--- src/sv/gpio_port_register_block_top_macros.svh ---
// Assertion macros shared by the GPIO port register block.
`ifndef GPIO_PORT_REGISTER_BLOCK_TOP_MACROS_SVH
`define GPIO_PORT_REGISTER_BLOCK_TOP_MACROS_SVH

`ifndef SYNTHESIS

// The consequent must hold in the same cycle as the antecedent.
`define GPR_ASSERT_SAME(name, clk, rst_n, ante, cons) \
    name: assert property (@(posedge clk) disable iff (!(rst_n)) (ante) |-> (cons)) \
        else $error("gpr assertion failed");

// The consequent must hold in the cycle after the antecedent.
`define GPR_ASSERT_NEXT(name, clk, rst_n, ante, cons) \
    name: assert property (@(posedge clk) disable iff (!(rst_n)) (ante) |=> (cons)) \
        else $error("gpr assertion failed");

`else

`define GPR_ASSERT_SAME(name, clk, rst_n, ante, cons)
`define GPR_ASSERT_NEXT(name, clk, rst_n, ante, cons)

`endif

`endif

--- src/sv/gpr_pkg.sv ---
// Package with the types, constants and mode encoder of the GPIO port register block.
`timescale 1ns / 1ps

package gpr_pkg;

    localparam int NUM_PORTS     = 7;
    localparam int PINS_PER_PORT = 16;

    // Width of the pin fields in a word.
    localparam int FIELD_W  = 16;
    // Pins that a port really has; field bits above this are ignored.
    localparam int PIN_SPAN = (PINS_PER_PORT < FIELD_W) ? PINS_PER_PORT : FIELD_W;
    localparam int MODE_W   = 4 * PIN_SPAN;
    localparam int PORT_SEL_W = (NUM_PORTS > 1) ? $clog2(NUM_PORTS) : 1;

    localparam logic [2:0] OP_ENABLE    = 3'd0;
    localparam logic [2:0] OP_CONFIGURE = 3'd1;
    localparam logic [2:0] OP_WRITE     = 3'd2;
    localparam logic [2:0] OP_SET       = 3'd3;
    localparam logic [2:0] OP_CLEAR     = 3'd4;
    localparam logic [2:0] OP_TOGGLE    = 3'd5;
    localparam logic [2:0] OP_READ      = 3'd6;

    localparam logic [2:0] PM_INPUT     = 3'd0;
    localparam logic [2:0] PM_PUSH_PULL = 3'd1;
    localparam logic [2:0] PM_OPEN_DRN  = 3'd2;
    localparam logic [2:0] PM_ANALOG    = 3'd3;
    localparam logic [2:0] PM_ALT_PP    = 3'd4;
    localparam logic [2:0] PM_ALT_OD    = 3'd5;

    localparam logic [3:0] MC_ANALOG    = 4'h0;
    localparam logic [3:0] MC_PUSH_PULL = 4'h3;
    localparam logic [3:0] MC_FLOATING  = 4'h4;
    localparam logic [3:0] MC_OPEN_DRN  = 4'h7;
    localparam logic [3:0] MC_PULLED    = 4'h8;
    localparam logic [3:0] MC_ALT_PP    = 4'hB;
    localparam logic [3:0] MC_ALT_OD    = 4'hF;

    typedef struct packed {
        logic [2:0]         operation;
        logic [2:0]         port_index;
        logic [FIELD_W-1:0] pin_mask;
        logic [FIELD_W-1:0] level_bits;
        logic [2:0]         pin_mode;
        logic               pull_enable;
        logic [FIELD_W-1:0] pin_levels_in;
    } t_item;

    typedef struct packed {
        logic [FIELD_W-1:0] read_data;
        logic [FIELD_W-1:0] output_levels;
        logic               port_enabled;
    } t_result;

    // Configuration nibble for a pin mode; unknown modes fall back to floating input.
    function automatic logic [3:0] mode_code(input logic [2:0] mode, input logic pull);
        logic [3:0] code;
        case (mode)
            PM_INPUT:     code = pull ? MC_PULLED : MC_FLOATING;
            PM_PUSH_PULL: code = MC_PUSH_PULL;
            PM_OPEN_DRN:  code = MC_OPEN_DRN;
            PM_ANALOG:    code = MC_ANALOG;
            PM_ALT_PP:    code = MC_ALT_PP;
            PM_ALT_OD:    code = MC_ALT_OD;
            default:      code = MC_FLOATING;
        endcase
        return code;
    endfunction

endpackage

--- src/sv/gpr_port_file.sv ---
// Port state registers and the masked read-modify-write of one port per cycle.
`timescale 1ns / 1ps

module gpr_port_file (
    input  logic             i_clk,
    input  logic             i_rst_n,
    input  logic             i_valid,
    input  gpr_pkg::t_item   i_item,
    output gpr_pkg::t_result o_result
);
    import gpr_pkg::*;

    logic [NUM_PORTS-1:0] r_enable;
    logic [MODE_W-1:0]    r_mode [NUM_PORTS];
    logic [PIN_SPAN-1:0]  r_out  [NUM_PORTS];

    logic [3:0]            port_ext;
    logic [PORT_SEL_W-1:0] sel;
    logic                  port_ok;
    logic [PIN_SPAN-1:0]   mask;
    logic [PIN_SPAN-1:0]   level;
    logic [PIN_SPAN-1:0]   cur_out;
    logic [PIN_SPAN-1:0]   n_out;
    logic [MODE_W-1:0]     cur_mode;
    logic [MODE_W-1:0]     n_mode;
    logic [3:0]            code;
    logic                  cur_en;

    always_comb begin
        port_ext = {1'b0, i_item.port_index};
        sel      = port_ext[PORT_SEL_W-1:0];
        port_ok  = ({1'b0, port_ext} < 5'(NUM_PORTS));
        mask     = i_item.pin_mask[PIN_SPAN-1:0];
        level    = i_item.level_bits[PIN_SPAN-1:0];
        cur_out  = port_ok ? r_out[sel]  : '0;
        cur_mode = port_ok ? r_mode[sel] : '0;
        cur_en   = port_ok ? r_enable[sel] : 1'b0;
        code     = mode_code(i_item.pin_mode, i_item.pull_enable);

        n_mode = cur_mode;
        for (int i = 0; i < PIN_SPAN; i++) begin
            if (mask[i]) begin
                n_mode[4*i +: 4] = code;
            end
        end

        case (i_item.operation)
            OP_WRITE:  n_out = (cur_out & ~mask) | (level & mask);
            OP_SET:    n_out = cur_out | mask;
            OP_CLEAR:  n_out = cur_out & ~mask;
            OP_TOGGLE: n_out = cur_out ^ mask;
            default:   n_out = cur_out;
        endcase

        o_result.read_data     = (port_ok && i_item.operation == OP_READ)
                               ? FIELD_W'(i_item.pin_levels_in[PIN_SPAN-1:0] & mask) : '0;
        o_result.output_levels = port_ok ? FIELD_W'(n_out) : '0;
        o_result.port_enabled  = port_ok && (cur_en || i_item.operation == OP_ENABLE);
    end

    always_ff @(posedge i_clk) begin
        if (!i_rst_n) begin
            r_enable <= '0;
            for (int p = 0; p < NUM_PORTS; p++) begin
                r_mode[p] <= {PIN_SPAN{MC_FLOATING}};
                r_out[p]  <= '0;
            end
        end else if (i_valid && port_ok) begin
            case (i_item.operation)
                OP_ENABLE:    r_enable[sel] <= 1'b1;
                OP_CONFIGURE: r_mode[sel]   <= n_mode;
                OP_WRITE,
                OP_SET,
                OP_CLEAR,
                OP_TOGGLE:    r_out[sel]    <= n_out;
                default:      ;
            endcase
        end
    end

endmodule

--- src/sv/gpio_port_register_block_top.sv ---
// Top level of the GPIO port register block: input register, port file, result register.
`timescale 1ns / 1ps

// The block holds the enable flag, the per-pin mode nibbles and the output
// register of every GPIO port, and carries out one operation on one port per
// word. A word is accepted at every rising edge where start is high and busy
// is low; busy never rises, so a new word may follow in every cycle. Each word
// gives exactly one result: it is first captured in the input register, then
// the masked read-modify-write of the addressed port is done combinationally
// while the result register is loaded. A word that follows directly on the same
// port sees the state that the previous word left, because the port state is
// written at the same edge as the result. The result is shown for exactly one
// cycle with o_done high, and the receiver cannot stall it, so it must take
// every result as it comes. A port index beyond the last port changes nothing
// and returns all zeros.

`include "gpio_port_register_block_top_macros.svh"

module gpio_port_register_block_top (
    input  logic             i_clk,
    input  logic             i_rst_n,
    input  logic             start,
    output logic             busy,
    input  gpr_pkg::t_item   i_item,
    output logic             o_done,
    output gpr_pkg::t_result o_result
);
    import gpr_pkg::*;

    logic    r_in_valid;
    t_item   r_in_item;
    logic    r_done;
    t_result r_result;
    t_result n_result;
    logic    accept;

    // Every word passes through the input register and the result register, so the block is never busy.
    assign busy   = 1'b0;
    assign accept = start && !busy;

    always_ff @(posedge i_clk) begin
        if (!i_rst_n) begin
            r_in_valid <= 1'b0;
        end else begin
            r_in_valid <= accept;
        end
    end

    always_ff @(posedge i_clk) begin
        if (accept) begin
            r_in_item <= i_item;
        end
    end

    gpr_port_file u_port_file (
        .i_clk    (i_clk),
        .i_rst_n  (i_rst_n),
        .i_valid  (r_in_valid),
        .i_item   (r_in_item),
        .o_result (n_result)
    );

    always_ff @(posedge i_clk) begin
        if (!i_rst_n) begin
            r_done <= 1'b0;
        end else begin
            r_done <= r_in_valid;
        end
    end

    always_ff @(posedge i_clk) begin
        if (r_in_valid) begin
            r_result <= n_result;
        end
    end

    assign o_done   = r_done;
    assign o_result = r_result;

    // An accepted word is in the input register in the next cycle.
    `GPR_ASSERT_NEXT(a_accept_to_stage, i_clk, i_rst_n, accept, r_in_valid)
    // A word in the input register always produces a result in the next cycle.
    `GPR_ASSERT_NEXT(a_stage_to_done, i_clk, i_rst_n, r_in_valid, o_done)
    // Every result goes back to an earlier accepted word that passed through the input register.
    `GPR_ASSERT_SAME(a_done_has_word, i_clk, i_rst_n, o_done, $past(accept, 2))
    // Read data can only be nonzero for a read operation.
    `GPR_ASSERT_SAME(a_read_only, i_clk, i_rst_n, o_done && o_result.read_data != '0, $past(r_in_item.operation == OP_READ))

endmodule

--- config.mk ---
export PLATFORM = sky130hd
export DESIGN_NAME = gpio_port_register_block_top
export DESIGN_NICKNAME = d
export VERILOG_FILES = /design/src/sv/gpr_pkg.sv /design/src/sv/gpr_port_file.sv /design/src/sv/gpio_port_register_block_top.sv
export VERILOG_INCLUDE_DIRS = /design/src /design/src/sv
export SDC_FILE = /design/constraint.sdc
export NUM_CORES = 1
export LEC_CHECK = 0
export ABC_AREA = 1
export BUFFER_PORTS_ARGS = -buffer_cell sky130_fd_sc_hd__buf_4
export CAP_MARGIN = 20
export CORE_AREA = 4 4 100 173
export DETAILED_ROUTE_END_ITERATION = 10
export DIE_AREA = 0 0 104 177
export PLACE_DENSITY_LB_ADDON = 0.12
export SYNTH_ARGS = -nofsm -noshare
export SYNTH_HDL_FRONTEND = slang
export SYNTH_HIERARCHICAL = 1
export SYNTH_SLANG_ARGS = --single-unit
--- constraint.sdc ---
create_clock -name i_clk -period 4.9 [get_ports i_clk]
set_input_delay 1.225 -clock i_clk [delete_from_list [all_inputs] [get_ports i_clk]]
set_output_delay 1.225 -clock i_clk [all_outputs]
set_load 0.05 [all_outputs]
---- Yosys cells after proc, flatten, opt, wreduce, memory -nomap -nowiden ----
Memories as Yosys holds them, arrays and structs flattened. A register that Yosys moved wholly into a read port is not among the register bits.
Index checks and enable logic that the tools add are counted.
storage, ports and cells
  bits in writable memories ............... 112
  memories ................................ 1
  flip-flop bits (word level) ............. 96
  input port bits ......................... 61
  word-level logic and storage cells ...... 53
cells by class
  bitwise operators ....................... 8
  reduce and logical (&&, ||, !) cells .... 9
  equal/unequal tests ..................... 5
  order comparisons ....................... 3
  mux-type cells .......................... 16
memory list
  memory             depth  bits a word  read ports  clocked after memory_dff  write ports  line                 RTL
  u_port_file.r_out  7      16           1           1                         7            gpr_port_file.sv:15  logic [PIN_SPAN-1:0] r_out [NUM_PORTS];
operators with widths
  kind                  number
  $pmux W16 S4          1
  $and A16 B16 Y16      3
  $mux W16              2
  $or A16 B16 Y16       2
  $not A16 Y16          1
  $reduce_or A16 Y1     1
  $xor A16 B16 Y16      1
  $eq A3 B3 Y1 const B  3
  $mux W1               9
  $or A7 B7 Y7          1
  $eq A3 B2 Y1 const B  2
  $mux W3               2
  $logic_and A1 B1 Y1   4
  $lt A3 B4 Y1 const B  1
  $reduce_or A4 Y1      1
  $bmux W1 S3           1
  $demux W1 S3          1
  $ge A3 B1 Y1 const B  1
  $logic_not A3 Y1      1
  $lt A3 B3 Y1 const B  1
  $reduce_and A2 Y1     1
  $logic_or A1 B1 Y1    1

---- Depth between registers and ports, before layout ----
Gate-level depths: netlist of the first run.
  depth after elaboration ................. 8
  gate-level depth with buffers ........... 16
  gate-level depth less buffers ........... 15

---- Hierarchy ----
The synthesis of the first run kept the hierarchy.
modules (own cells, without submodules)
  module                        area each (um2)  cells an instance  instances
  gpr_port_file                 7274.5           904                1
  gpio_port_register_block_top  2798.9           99                 1

---- Worst setup path before layout of the first run ----
Ideal clock, no wire load.
  path kind ............................... register to register
  start ................................... register r_in_valid
  end ..................................... memory u_port_file/r_out[5][0] (netlist name) (enable)
  required time ........................... 4.489 ns
  setup time .............................. 0.411 ns
  setup slack ............................. 1.968 ns
  stages on the path, launching flop included .. 3
  arrival time ............................ 2.521 ns
  clock period less this slack ............ 2.932 ns
  buffers on the path ..................... 0
  cell sequence ........................... dfxtp_1 nand3_2 o21ai_0
RTL lines
  what                    line                                RTL
  start, declared         gpio_port_register_block_top.sv:30  logic r_in_valid;
  start signal, assigned  gpio_port_register_block_top.sv:45  r_in_valid <= accept;
  end, declared           gpr_port_file.sv:15

==> flow_summary.toml, run 1 <==
[setup_path]
end_kind = "flip-flop"
r2r_start = "r_in_item[54]"
startpoint = "r_in_item[54]"
critPathKind = "reg -> reg"
critPathLaunchType = "flip-flop"
crit_end = "u_port_file/r_out[0][0]"
reg2regPathDepth = 13
cp.required_ns = 5.12
reg2reg_slack_ns = 1.49
timing.rr.end = "u_port_file/r_out[0][0]"
cp_data_arrival_time_ns = 3.63
cp_max_fo = 34

[layout]
syn_to_final_growth_pct = 13.5
final_common_cell = "nor2_1"
fillCellCount = 1213
fin_nets = 1178
final_cell_mix = "218 x nor2_1, 188 x nand2_1, 183 x edfxtp_1"
antenna_cells = 0
fin_area_mm2 = 0.0113
drive_gt1_share_pct = 20.2

[power]
power_density_mw_per_mm2 = 364
total_leakage_power_uw = 0.00481
peakVddDrop_v = 0.000338
power.total_uw = 4110

[synth]
synth.net_count = 1092
synth_cells = 999
avgSynthCellArea_um2 = 9.96
synth_area_mm2 = 0.00995
yosysWarnings = 6

[clock_network]
clockBufferDepth = 3
cts.clk_slew.worst_paths_ns = 0.07
cts_root_buffer = "clkbuf_16"
cts_setup_buffers = 0
cts_hold_buf = 0
cts_resized = 0
cts_tree = "done"
worstSkewPairLatency_ns = 0.48
cts_max_level = 1
cts_num_sinks = 208
cts_buffers = 19

[timing]
max_freq_mhz = 294
setup_violations = 0
holdWs_ns = 0.463
fin_crit_sh_pct = 69.5
relSlewSlack_pct = 25.8
hold_violations = 0
tns_ns = 0
rsz0062_at_grt = "no"
finClkSkew_ns = 0.00895
post-route-min-period_ns = 3.41
tightestPinTransition_ns = 1.11
maxSlewViolCount = 0

[floorplan]
num_rows = 61
die_x_um = 104
core_area_mm2 = 0.0159
dieHeight_um = 177
die_area_mm2 = 0.0184
initial_utilization_pct = 62.7
ioPinCount = 96

[routing]
drt_iter0_drc = 465
dr_total_vias = 7197
wl_um = 22800
route.detailed.wl_per_inst_um = 17.7
drtAntennaViolNets = 0
dr.pass1.iters = 8
drc = 0
via_per_inst = 5.60

[global_routing]
grt_pass1_vias = 7290
track_usage_pct = 25.0
grt_pass1_wl_um = 36400
grt_max_degree = 56
grt.overflow.total = 0
antenna_found_initial = 0

[placement]
dp_hpwl_um = 15900
placed_area_mm2 = 0.0107
place_congestion = 0.890
portBuffers = 90

[worst_hold_path]
hold_class = "reg -> reg"

[status]
outcome = "complete, no violations"

[job]
maxCapViolCount = 0
critical path: stages (launching register included):
cell and delay [ns]:
edfxtp_1 0.73, nor2_4 0.76, nand2_1 0.40, nor2_1 0.19, nor2_1 0.09, nand2_2 0.08
inv_2 0.04, ha_1 0.26, nand2_1 0.07, o211ai_1 0.10, nor2_1 0.13, nand2_2 0.09
nand2_2 0.13, nor2_1 0.06
power by group:
part	total, uW	switching [uW]	internal (uW)
sequential	2070	41.1	2030
combinational	584	417	168
clock	1460	610	850
metal layers:
layer	up-vias	part of all wire, %	global-route usage [%]
met1	3350	38	29.9
met4	0	4.0	10.4
met3	75	6.9	3.21
met2	293	51	45.4
met5	-	0	0
li1	3479	-	-
flip-flops by register name (all words and copies together), names as in the netlist:
name / flops
u_port_file/r_out: 112
r_in_item: 54
o_result: 33
u_port_file/r_enable: 7
o_done: 1
r_in_valid: 1
worst min-delay path by stage:
stage / startpoint / to / cells after the start
after global placement: u_port_file/r_enable[1] / u_port_file/r_enable[1] / 2
after detailed placement: u_port_file/r_enable[1] / u_port_file/r_enable[1] / 2
final: u_port_file/r_enable[1] / u_port_file/r_enable[1] / 2
after global routing: u_port_file/r_enable[3] / u_port_file/r_enable[3] / 2
after CTS: u_port_file/r_enable[1] / u_port_file/r_enable[1] / 2
after floorplan: u_port_file/r_enable[1] / u_port_file/r_enable[1] / 2
cell type report:
cell class	count	area (um2)	share of cell area (%)
well taps	189	236	2.09
clock inverters	7	85.1	0.753
clock buffers	26	522	4.62
inverters	81	307	2.71
repair buffers	101	766	6.78
multi-input cells	674	3390	30.0
flip-flops and latches	208	6000	53.1
metrics by stage:
| stage | std cells | worst slack (ns) | util [%] |
|---|---|---|---|
| after floorplan | 999 | 1.97 | - |
| after global placement | 1252 | 1.37 | 67.3 |
| after detailed placement | 1252 | 1.33 | 67.3 |
| after CTS | 1285 | 1.50 | 71.1 |
| after global routing | 1286 | 1.25 | 71.2 |
| final | 1286 | 1.49 | 71.2 |
Power figures use the tool's default switching activity.
==> run 2, diff against run 1 <==
--- a/config.mk
+++ b/config.mk
@@ -9,9 +9,9 @@
 export ABC_AREA = 1
 export BUFFER_PORTS_ARGS = -buffer_cell sky130_fd_sc_hd__buf_4
 export CAP_MARGIN = 20
-export CORE_AREA = 4 4 100 173
+export CORE_AREA = 4 4 104 180
 export DETAILED_ROUTE_END_ITERATION = 10
-export DIE_AREA = 0 0 104 177
+export DIE_AREA = 0 0 108 184
 export PLACE_DENSITY_LB_ADDON = 0.12
 export SYNTH_ARGS = -nofsm -noshare
 export SYNTH_HDL_FRONTEND = slang
==> constraint.sdc (replaced) <==
create_clock -name i_clk -period 3.5 [get_ports i_clk]
set_input_delay 0.875 -clock i_clk [delete_from_list [all_inputs] [get_ports i_clk]]
set_output_delay 0.875 -clock i_clk [all_outputs]
set_load 0.05 [all_outputs]
==> flow_summary.toml, run 2 (same netlist as run 1, synthesis figures left out) <==
[layout]
regMostFlops = "u_port_file/r_out"
antenna_cells = 0
final_common_cell = "nor2_1"
final_cell_mix = "218 x nor2_1, 188 x nand2_1, 183 x edfxtp_1"
syn_to_final_growth_pct = 14.8
drive_gt1_share_pct = 21.3
largest_register_ffs = 112
fin_nets = 1193

[setup_path]
timing.rr.end = "u_port_file/r_out[5][4]"
cp_data_arrival_time_ns = 2.98
r2r_start = "r_in_item[53]"
cp.required_ns = 3.72
critPathKind = "reg -> reg"
reg2reg_slack_ns = 0.75
critPathLaunchType = "flip-flop"
crit_end = "u_port_file/r_out[5][4]"
reg2regPathDepth = 15
cp_max_fo = 10
end_kind = "flip-flop"
startpoint = "r_in_item[53]"

[clock_network]
cts.clk_slew.worst_paths_ns = 0.06
cts_buffers = 19
worstSkewPairLatency_ns = 0.48
cts_max_level = 1
cts_tree = "done"
cts_setup_buffers = 0
cts_resized = 0
clockBufferDepth = 3
cts_hold_buf = 0
cts_num_sinks = 208
cts_root_buffer = "clkbuf_16"

[placement]
dp_hpwl_um = 16000
portBuffers = 90
place_congestion = 0.860

[job]
maxCapViolCount = 0

[timing]
maxSlewViolCount = 0
tns_ns = 0
setup_violations = 0
relSlewSlack_pct = 44.6
post-route-min-period_ns = 2.75
hold_violations = 0
finClkSkew_ns = 0.0110
fin_crit_sh_pct = 78.7
tightestPinTransition_ns = 0.831
rsz0062_at_grt = "no"
holdWs_ns = 0.460
max_freq_mhz = 363

[routing]
route.detailed.wl_per_inst_um = 17.1
dr_total_vias = 7175
drc = 0
dr.pass1.iters = 7
drtAntennaViolNets = 0
drt_iter0_drc = 555
via_per_inst = 5.34
wl_um = 22900

[floorplan]
die_area_mm2 = 0.0199
dieHeight_um = 184
initial_utilization_pct = 57.3
die_x_um = 108
core_area_mm2 = 0.0174
num_rows = 64
ioPinCount = 96

[power]
total_leakage_power_uw = 0.00487
peakVddDrop_v = 0.000467
power_density_mw_per_mm2 = 496
power.total_uw = 5660

[worst_hold_path]
min_from = "u_port_file/r_enable[2]"
hold_class = "reg -> reg"

[global_routing]
grt.overflow.total = 0
grt_pass1_wl_um = 36300
grt_pass1_vias = 6974
grt_max_degree = 56
antenna_found_initial = 0
track_usage_pct = 23.5

[status]
outcome = "complete, no violations"
-- run 2: how the worst min path moves through the flow --
| stage | endpoint | slack (ns) | depth (start not counted) |
|---|---|---|---|
| after floorplan | u_port_file/r_enable[1] | 0.43 | 2 |
| after global placement | u_port_file/r_enable[1] | 0.44 | 2 |
| after detailed placement | u_port_file/r_enable[2] | 0.45 | 2 |
| after CTS | u_port_file/r_enable[1] | 0.46 | 2 |
| after global routing | u_port_file/r_enable[3] | 0.47 | 2 |
| final | u_port_file/r_enable[2] | 0.46 | 2 |
-- run 2: final cells by class --
| type | instances | area (um2) |
|---|---|---|
| Sequential cell | 208 | 6000 |
| Tap cell | 231 | 289 |
| Clock buffer | 24 | 494 |
| Clock inverter | 9 | 68.8 |
| Multi-Input combinational cell | 674 | 3380 |
| Inverter | 81 | 307 |
| Fill cell | 1435 | 5950 |
| Timing Repair Buffer | 116 | 883 |
-- run 2: critical path, stage by stage (launching register included) --
cell and delay (ns):
edfxtp_1 0.43, buf_4 0.24, nand3_2 0.16, inv_1 0.17, nand2_1 0.10, nand2_1 0.05, nor2_1 0.29, nand2_2 0.11
inv_2 0.07, ha_1 0.22, nand2_1 0.08, o211ai_1 0.10, nor2_1 0.12, nand2_1 0.10, nand2_2 0.17, nor2_1 0.07
-- run 2: routing by layer --
| metal | wire (um) | global-route usage (%) | vias up | share of wire (%) |
|---|---|---|---|---|
| met3 | 1300 | 2.81 | 46 | 5.7 |
| li1 | - | - | 3509 | - |
| met4 | 665 | 9.05 | 0 | 2.9 |
| met1 | 9160 | 30.6 | 3361 | 40 |
| met5 | 0 | 0 | - | 0 |
| met2 | 11800 | 40.3 | 259 | 51 |
-- run 2: metrics by stage --
step                area [um2]  utilization (%)  cells  setup slack [ns]
floorplan                 9950                -    999             0.568
global placement         10900             62.5   1310             0.803
detailed placement       10900             62.5   1310             0.794
CTS                      11400             65.7   1343             0.780
global route             11400             65.7   1343             0.544
finish                   11400             65.7   1343             0.747
-- run 2: power by group --
part	total, uW	internal [uW]	leakage (uW)	switching (uW)
Sequential	2880	2840	0.00202	43.4
Combinational	849	250	0.00257	599
Clock	1930	1080	0.000283	857
Total	5660	4160	0.00487	1500
